==> src/rtl/assert_macros.svh <==
// Assertion macros shared by the scene radiance recovery RTL.
// The macros sample on clk and are disabled while rst is high.
`ifndef ASSERT_MACROS_SVH
`define ASSERT_MACROS_SVH

`ifndef SYNTHESIS

`define SRR_ASSERT_IMPLY(label, ante, cons) \
  label: assert property (@(posedge clk) disable iff (rst) (ante) |-> (cons)) \
    else $error("scene radiance recovery: assertion failed");

`define SRR_ASSERT_NEXT(label, ante, cons) \
  label: assert property (@(posedge clk) disable iff (rst) (ante) |=> (cons)) \
    else $error("scene radiance recovery: assertion failed");

`else

`define SRR_ASSERT_IMPLY(label, ante, cons)

`define SRR_ASSERT_NEXT(label, ante, cons)

`endif

`endif

==> src/rtl/srr_pkg.sv <==
// Package for the scene radiance recovery block: widths, register indexes,
// payload structs and the per-channel divider lane record. No dependencies.
package srr_pkg;

  localparam int TRANS_FRAC_BITS = 14;

  localparam int PIX_W   = 8;
  localparam int ATM_W   = 16;
  localparam int TR_W    = 15;
  localparam int NUM_CH  = 3;
  localparam int PROD_W  = ATM_W + TR_W;
  localparam int DIFF_W  = ATM_W + 1;

  // Positive numerator stays below 2^(16+F) + 2^31.
  localparam int NUM_W   = ((ATM_W + TRANS_FRAC_BITS) > PROD_W ?
                            (ATM_W + TRANS_FRAC_BITS) : PROD_W) + 1;
  localparam int SNUM_W  = NUM_W + 1;

  // One quotient bit per divider stage.
  localparam int DIV_STEPS = PIX_W;
  localparam int SAT_SHIFT = 2 * PIX_W;

  localparam int CFG_IDX_W  = 2;
  localparam int CFG_DATA_W = ATM_W;

  localparam logic [CFG_IDX_W-1:0] REG_ATMOS_BLUE  = 2'd0;
  localparam logic [CFG_IDX_W-1:0] REG_ATMOS_GREEN = 2'd1;
  localparam logic [CFG_IDX_W-1:0] REG_ATMOS_RED   = 2'd2;
  localparam logic [CFG_IDX_W-1:0] REG_TRANS_FLOOR = 2'd3;

  localparam logic [ATM_W-1:0] ATMOS_RESET = 16'hFF00;
  localparam logic [TR_W-1:0]  FLOOR_RESET = 15'd1638;

  typedef struct packed {
    logic [PIX_W-1:0] in_blue;
    logic [PIX_W-1:0] in_green;
    logic [PIX_W-1:0] in_red;
    logic [TR_W-1:0]  transmission;
  } pixel_in_t;

  typedef struct packed {
    logic [PIX_W-1:0] out_blue;
    logic [PIX_W-1:0] out_green;
    logic [PIX_W-1:0] out_red;
  } pixel_out_t;

  typedef struct packed {
    logic [NUM_W-1:0] rem;
    logic [PIX_W-1:0] quo;
    logic             zero;
    logic             sat;
  } div_lane_t;

endpackage

==> src/rtl/scene_radiance_recover.sv <==
// Top level of the scene radiance recovery block: a fully pipelined datapath.
// Depends on srr_pkg and on assert_macros.svh.

// Recovers scene radiance J = (I - A) / max(t, floor) + A for each BGR
// channel of a pixel, rounded to nearest (ties to even) and clamped to
// 0..255. The datapath is a 12-stage pipeline: transmission floor and
// difference, a 16x15 multiply, the numerator sum with range checks, eight
// restoring divider stages that each settle one quotient bit, and a rounding
// stage that feeds the output register. One pixel is accepted every clock
// while the output is not stalled. Stalls collapse bubbles stage by stage.
// Configuration registers are read directly by the datapath and are to be
// written while no pixel is in flight; the user must keep to this, as the
// block itself does not enforce it.
module scene_radiance_recover (
  input  logic                            clk,
  input  logic                            rst,
  input  logic                            pix_valid,
  output logic                            pix_stall,
  input  srr_pkg::pixel_in_t              pix_data,
  output logic                            rad_valid,
  input  logic                            rad_stall,
  output srr_pkg::pixel_out_t             rad_data,
  input  logic                            cfg_wr_en,
  input  logic [srr_pkg::CFG_IDX_W-1:0]   cfg_index,
  input  logic [srr_pkg::CFG_DATA_W-1:0]  cfg_wdata
);
  import srr_pkg::*;

  `include "assert_macros.svh"

  // Configuration registers.
  logic [ATM_W-1:0] atmos_blue;
  logic [ATM_W-1:0] atmos_green;
  logic [ATM_W-1:0] atmos_red;
  logic [TR_W-1:0]  trans_floor;

  logic [ATM_W-1:0] atm    [NUM_CH];
  logic [PIX_W-1:0] pix_ch [NUM_CH];

  // Stage 1: floored transmission and signed differences.
  logic                     v1;
  logic [TR_W-1:0]          t1;
  logic signed [DIFF_W-1:0] d1 [NUM_CH];

  // Stage 2: products of atmospheric light and transmission.
  logic                     v2;
  logic [TR_W-1:0]          t2;
  logic signed [DIFF_W-1:0] d2 [NUM_CH];
  logic [PROD_W-1:0]        prod2 [NUM_CH];

  // Divider stages; index 0 holds the numerator stage.
  logic [DIV_STEPS:0]       dv_valid;
  logic [TR_W-1:0]          dv_t    [DIV_STEPS+1];
  div_lane_t                dv_lane [DIV_STEPS+1][NUM_CH];

  // Ready chain.
  logic                     out_ready;
  logic                     s1_ready;
  logic                     s2_ready;
  logic [DIV_STEPS:0]       dv_ready;

  // Combinational next values.
  logic [TR_W-1:0]          floor_eff;
  logic [TR_W-1:0]          t_eff;
  logic signed [DIFF_W-1:0] d_next   [NUM_CH];
  div_lane_t                num_lane [NUM_CH];
  div_lane_t                step_lane [DIV_STEPS+1][NUM_CH];
  pixel_out_t               res_next;
  logic                     rem_ok;
  logic                     flags_ok;

  assign atm[0]    = atmos_blue;
  assign atm[1]    = atmos_green;
  assign atm[2]    = atmos_red;
  assign pix_ch[0] = pix_data.in_blue;
  assign pix_ch[1] = pix_data.in_green;
  assign pix_ch[2] = pix_data.in_red;

  always_ff @(posedge clk) begin
    if (rst) begin
      atmos_blue  <= ATMOS_RESET;
      atmos_green <= ATMOS_RESET;
      atmos_red   <= ATMOS_RESET;
      trans_floor <= FLOOR_RESET;
    end else if (cfg_wr_en) begin
      unique case (cfg_index)
        REG_ATMOS_BLUE:  atmos_blue  <= cfg_wdata[ATM_W-1:0];
        REG_ATMOS_GREEN: atmos_green <= cfg_wdata[ATM_W-1:0];
        REG_ATMOS_RED:   atmos_red   <= cfg_wdata[ATM_W-1:0];
        REG_TRANS_FLOOR: trans_floor <= cfg_wdata[TR_W-1:0];
        default: ;
      endcase
    end
  end

  // A stage takes new data when it is empty or its successor moves.
  always_comb begin
    out_ready = !rad_valid || !rad_stall;
    dv_ready[DIV_STEPS] = !dv_valid[DIV_STEPS] || out_ready;
    for (int k = DIV_STEPS - 1; k >= 0; k--) begin
      dv_ready[k] = !dv_valid[k] || dv_ready[k+1];
    end
    s2_ready = !v2 || dv_ready[0];
    s1_ready = !v1 || s2_ready;
  end

  assign pix_stall = !s1_ready;

  // Stage 1 logic. A zero floor register acts as one LSB.
  always_comb begin
    floor_eff = (trans_floor == '0) ? TR_W'(1) : trans_floor;
    t_eff = (pix_data.transmission < floor_eff) ? floor_eff : pix_data.transmission;
    for (int c = 0; c < NUM_CH; c++) begin
      d_next[c] = $signed({1'b0, pix_ch[c], 8'h00}) - $signed({1'b0, atm[c]});
    end
  end

  // Numerator stage: num = d * 2^F + A * t, with range flags.
  always_comb begin
    logic signed [SNUM_W-1:0] num_s;
    logic [NUM_W-1:0]         num_u;
    for (int c = 0; c < NUM_CH; c++) begin
      num_s = (SNUM_W'(d2[c]) <<< TRANS_FRAC_BITS) + $signed(SNUM_W'(prod2[c]));
      num_u = num_s[NUM_W-1:0];
      num_lane[c].rem  = num_u;
      num_lane[c].quo  = '0;
      num_lane[c].zero = num_s[SNUM_W-1] || (num_s == '0);
      num_lane[c].sat  = !num_lane[c].zero && (num_u >= (NUM_W'(t2) << SAT_SHIFT));
    end
  end

  // Restoring divider: stage k settles quotient bit DIV_STEPS-k against
  // the divisor 256*t shifted into place.
  always_comb begin
    logic [NUM_W-1:0] trial;
    for (int c = 0; c < NUM_CH; c++) begin
      step_lane[0][c] = num_lane[c];
    end
    for (int k = 1; k <= DIV_STEPS; k++) begin
      trial = NUM_W'(dv_t[k-1]) << (PIX_W + DIV_STEPS - k);
      for (int c = 0; c < NUM_CH; c++) begin
        step_lane[k][c] = dv_lane[k-1][c];
        if (dv_lane[k-1][c].rem >= trial) begin
          step_lane[k][c].rem = dv_lane[k-1][c].rem - trial;
          step_lane[k][c].quo[DIV_STEPS-k] = 1'b1;
        end
      end
    end
  end

  // Rounding: the remainder is compared with half the divisor, 128*t.
  always_comb begin
    logic [NUM_W-1:0] half;
    logic             rnd;
    logic [PIX_W-1:0] val [NUM_CH];
    half = NUM_W'(dv_t[DIV_STEPS]) << (PIX_W - 1);
    for (int c = 0; c < NUM_CH; c++) begin
      rnd = (dv_lane[DIV_STEPS][c].rem > half) ||
            ((dv_lane[DIV_STEPS][c].rem == half) && dv_lane[DIV_STEPS][c].quo[0]);
      if (dv_lane[DIV_STEPS][c].sat) begin
        val[c] = '1;
      end else if (dv_lane[DIV_STEPS][c].zero) begin
        val[c] = '0;
      end else if (dv_lane[DIV_STEPS][c].quo == '1) begin
        val[c] = '1;
      end else begin
        val[c] = dv_lane[DIV_STEPS][c].quo + PIX_W'(rnd);
      end
    end
    res_next.out_blue  = val[0];
    res_next.out_green = val[1];
    res_next.out_red   = val[2];
  end

  // Valid bits.
  always_ff @(posedge clk) begin
    if (rst) begin
      v1        <= 1'b0;
      v2        <= 1'b0;
      dv_valid  <= '0;
      rad_valid <= 1'b0;
    end else begin
      if (s1_ready) v1 <= pix_valid;
      if (s2_ready) v2 <= v1;
      if (dv_ready[0]) dv_valid[0] <= v2;
      for (int k = 1; k <= DIV_STEPS; k++) begin
        if (dv_ready[k]) dv_valid[k] <= dv_valid[k-1];
      end
      if (out_ready) rad_valid <= dv_valid[DIV_STEPS];
    end
  end

  // Payload registers.
  always_ff @(posedge clk) begin
    if (s1_ready && pix_valid) begin
      t1 <= t_eff;
      for (int c = 0; c < NUM_CH; c++) d1[c] <= d_next[c];
    end
    if (s2_ready && v1) begin
      t2 <= t1;
      for (int c = 0; c < NUM_CH; c++) begin
        d2[c]    <= d1[c];
        prod2[c] <= PROD_W'(atm[c]) * PROD_W'(t1);
      end
    end
    if (dv_ready[0] && v2) begin
      dv_t[0] <= t2;
      for (int c = 0; c < NUM_CH; c++) dv_lane[0][c] <= step_lane[0][c];
    end
    for (int k = 1; k <= DIV_STEPS; k++) begin
      if (dv_ready[k] && dv_valid[k-1]) begin
        dv_t[k] <= dv_t[k-1];
        for (int c = 0; c < NUM_CH; c++) dv_lane[k][c] <= step_lane[k][c];
      end
    end
    if (out_ready && dv_valid[DIV_STEPS]) begin
      rad_data <= res_next;
    end
  end

  // Checks on the divider: in-range lanes end with a remainder below the
  // divisor, and a lane is never both non-positive and saturated.
  always_comb begin
    rem_ok   = 1'b1;
    flags_ok = 1'b1;
    for (int c = 0; c < NUM_CH; c++) begin
      if (!dv_lane[DIV_STEPS][c].zero && !dv_lane[DIV_STEPS][c].sat &&
          (dv_lane[DIV_STEPS][c].rem >= (NUM_W'(dv_t[DIV_STEPS]) << PIX_W))) begin
        rem_ok = 1'b0;
      end
      if (dv_lane[0][c].zero && dv_lane[0][c].sat) begin
        flags_ok = 1'b0;
      end
    end
  end

  `SRR_ASSERT_IMPLY(a_rem_below_divisor, dv_valid[DIV_STEPS], rem_ok)
  `SRR_ASSERT_IMPLY(a_flags_exclusive, dv_valid[0], flags_ok)
  `SRR_ASSERT_NEXT(a_last_stage_drains, dv_valid[DIV_STEPS] && !rad_valid, rad_valid)

endmodule

==> config.mk <==
export PLATFORM = sky130hd
export DESIGN_NAME = scene_radiance_recover
export DESIGN_NICKNAME = d
export VERILOG_FILES = /design/src/rtl/srr_pkg.sv /design/src/rtl/scene_radiance_recover.sv
export VERILOG_INCLUDE_DIRS = /design/src /design/src/rtl
export SDC_FILE = /design/constraint.sdc
export NUM_CORES = 2
export LEC_CHECK = 0
export BUFFER_PORTS_ARGS = -buffer_cell sky130_fd_sc_hd__buf_4
export CORE_MARGIN = 2
export CORE_UTILIZATION = 60
export CTS_CLUSTER_SIZE = 8
export DETAILED_ROUTE_END_ITERATION = 10
export MAX_ROUTING_LAYER = met4
export PLACE_DENSITY = 0.76
export SETUP_SLACK_MARGIN = 0.2
export SYNTH_ARGS = -nofsm -noshare
export SYNTH_HDL_FRONTEND = slang
export SYNTH_SLANG_ARGS = --single-unit
==> constraint.sdc <==
create_clock -name clk -period 48.2 [get_ports clk]
set_input_delay 7.23 -clock clk [delete_from_list [all_inputs] [get_ports clk]]
set_output_delay 7.23 -clock clk [all_outputs]
set_load 0.03 [all_outputs]
==> flow_metrics.env <==
export IMPL_status="finished clean"
export IMPL_final_nets=10525
export IMPL_drc=0
export IMPL_tns_ns=0
export IMPL_ys_ff_latch=1485
export IMPL_clockBufferDepth=3
export IMPL_clkPwrFrac_pct=23.6
export IMPL_worstSetupPathType="primary input to output port"
export IMPL_gp_congestion=0.9879
export IMPL_worstPathRequired_ns=40.97
export IMPL_syn_instance_count=8955
export IMPL_clock_sinks=1485
export IMPL_clock_skew_ns=0.06730
export IMPL_cts_tree="yes"
export IMPL_grt_usage_pct=30.19
export IMPL_syn_nets=10420
export IMPL_io_pins=88
export IMPL_avgSynthCellArea_um2=11.09
export IMPL_synth_cell_types=84
export IMPL_floorplan_initialDensity_pct=60.35
export IMPL_final_antenna_net_count=0
export IMPL_dp_hpwl_um=188200
export IMPL_grt_pass1_vias=67387
export IMPL_worstHoldEndpoint="dv_lane[3][43]"
export IMPL_avgViaCountPerCell=5.854
export IMPL_start_kind="primary input"
export IMPL_root_buffer="clkbuf_16"
export IMPL_fill_cells=12259
export IMPL_drt_iter0_drc=5000
export IMPL_reg2reg_to="prod2[0][28]"
export IMPL_setup_viol=0
export IMPL_drv_cap=0
export IMPL_crit_path_end_kind="output port"
export IMPL_reg2reg_depth=23
export IMPL_fin_crit_sh_pct=34.75
export IMPL_post_route_util_pct=65.72
export IMPL_synth_top_area_share_pct=42.62
export IMPL_min_path_type="flop to flop"
export IMPL_numCtsBuffers=205
export IMPL_grt_setup_unrepaired="no"
export IMPL_synth_warnings=0
export IMPL_grt_pass1_wl_um=379400
export IMPL_stdcell_count=11315
export IMPL_leakagePower_nw=44.78
export IMPL_ys_flop_type="edfxtp_1"
export IMPL_cts_hold_buf=0
export IMPL_cts_resized=0
export IMPL_first_pass_iters=8
export IMPL_crit_fanout=8
export IMPL_p_seq_share_pct=29.8
export IMPL_antenna_found_initial=5
export IMPL_finalCriticalPeriod_ns=16.75
export IMPL_worst_slew_pin_slew_ns=1.355
export IMPL_worst_ep_arrival_time_ns=9.52
export IMPL_syn_to_final_growth_pct=8.910
export IMPL_irDropWorstVdd_uv=105.7
export IMPL_num_vias=66241
export IMPL_hp_start="dv_lane[2][43]"
export IMPL_num_rows=149
export IMPL_coreArea_um2=164600
export IMPL_cts_setup_buffers=0
export IMPL_power_mw=5.536
export IMPL_die_w_um=410.9
export IMPL_globalRouteOverflowTotal=0
export IMPL_p_sw_share_pct=37.31
export IMPL_syn_cell_area_um2=99340
export IMPL_fp_dieArea_um2=168800
export IMPL_clk_pin_slew_ns=0.05
export IMPL_placedCellCount=11042
export IMPL_drive_gt1_share_pct=5.526
export IMPL_post_drt_wl_per_cell_um=21.57
export IMPL_pwr_density_cell_nw_per_um2=51.17
export IMPL_r2r_setup_slack_ns=40.62
export IMPL_cts_htree_levels=4
export IMPL_power_switching_mw=2.065
export IMPL_wirelength_um=244100
export IMPL_clk_latency_ns=0.88
export IMPL_slew_headroom_pct=8.238
export IMPL_grt_max_degree=160
export IMPL_port_buffers=87
export IMPL_synth_edf_count=1410
export IMPL_finalHoldViolCount=0
export IMPL_die_h_um=410.9
export IMPL_p_comb_share_pct=46.6
export IMPL_maxSlewViolCount=0
export IMPL_synth_top_area_cell="edfxtp_1"
export IMPL_synth_area_leaders="edfxtp_1 (43%), fa_1 (11%), ha_1 (11%), inv_1 (3.8%), xnor2_1 (3.0%)"
export IMPL_max_freq_mhz=59.70
export IMPL_seq_area_frac_synth_pct=44.13
export IMPL_p_int_mw=3.471
export IMPL_reg2reg_from="t1[4]"
export IMPL_holdPathStages=0
export IMPL_async_flop_share_pct=0
==> metal layers <==
metal  global-route usage, %  wire length [um]
met2                   51.66            122800
met3                   4.083             11040
met1                   33.00             91100
met4                   19.78             19170
met5                       -                 0
==> flip-flops by register name, summed over array words and instances (netlist names), 15 cells and up <==
register,flops
atmos_blue,16
atmos_green,16
atmos_red,16
d1,51
d2,51
dv_lane,1026
dv_t,135
prod2,93
rad_data,24
t1,15
t2,15
trans_floor,15
==> cells in the final DEF (no fill, tap or decap), types with 38 or more instances in the layout <==
master	count
nor4_1	112
mux2_2	80
a21boi_0	38
dfxtp_1	75
inv_1	1015
nor2_1	490
xnor2_1	343
nor2b_1	96
a21oi_1	554
nand4_1	71
o21bai_1	80
fa_1	567
nand2_1	727
nand3_1	94
ha_1	836
o21ai_0	334
or3_1	46
nor3_1	121
edfxtp_1	1410
xor2_1	216
o21a_1	75
a211oi_1	48
a211o_1	38
and3_1	51
clkbuf_1	44
a21o_1	218
buf_4	143
nand2b_1	99
and2_1	442
clkbuf_16	207
==> critical path: stages <==
cell and delay (ns):
buf_4 0.10, and3_1 0.33, and3_1 0.39, and3_1 0.56
and3_1 0.44, nand3_1 0.15, inv_1 0.13, buf_4 0.18
==> cells in the mapped netlist, types with 51 or more instances <==
cell type,count
inv_1,1015
and2_1,442
nand4_1,71
mux2_2,80
ha_1,836
and3_1,51
nor2b_1,101
nand2_1,727
edfxtp_1,1410
o21bai_1,80
nor4_1,112
xnor2_1,343
dfxtp_1,75
nand3_1,94
o21ai_0,335
clkbuf_1,232
xor2_1,216
o21a_1,75
a21oi_1,554
a21o_1,218
fa_1,567
nor2_1,491
nor3_1,121
nand2b_1,99
==> final cells by class <==
class | instances | area, um^2 | share of cell area [%]
diodes | 6 | 15.01 | 0.01388
multi-input cells | 6207 | 50940 | 47.08
clock buffers | 251 | 5345 | 4.940
repair buffers | 144 | 1094 | 1.011
flip-flops and latches | 1485 | 43840 | 40.52
clock inverters | 16 | 405.4 | 0.3747
inverters | 1017 | 3817 | 3.528
well taps | 2189 | 2739 | 2.531
==> cell families (layout without fill, tap and decap cells) <==
family                   Yosys count  in the layout  synth area share [%]
AO/OA/AOI/OAI                   1631           1631                 10.28
XOR/XNOR                         561            561                 4.961
adder cells (fa/ha/maj)         1403           1403                 21.96
buffers and inverters           1263           1428                 4.781
flip-flops                      1485           1485                 44.13
multiplexers                     102            102                 1.128
other                              0              6                     0
AND/OR/NAND/NOR                 2510           2510                 12.77
==> metrics by stage <==
stage	instance area (um^2)	hold slack (ns)	worst slack, ns
6_report	108200	0.3861	31.45
5_1_grt	108200	0.4055	31.28
4_1_cts	108200	0.3885	31.45
3_5_place_dp	102400	0.4045	31.46
3_3_place_gp	102400	0.4006	31.47
2_1_floorplan	99340	0.4003	27.60
==> power groups by stage <==
stage	combinational (mW)	sequential [mW]	clock, mW
floorplan	1.95	1.65	0
global route	2.92	1.65	1.38
detailed placement	2.55	1.67	0
finish	2.58	1.65	1.30
CTS	2.57	1.65	1.33
global placement	2.47	1.67	0
==> how the worst max path moves through the flow <==
stage	to	slack (ns)	startpoint
floorplan	d2[0][0]	27.60	rad_stall
CTS	pix_stall	31.45	rad_stall
global placement	pix_stall	31.47	rad_stall
detailed placement	pix_stall	31.46	rad_stall
finish	pix_stall	31.45	rad_stall
global route	pix_stall	31.28	rad_stall
Note: power is estimated with default switching activity, not from simulation.
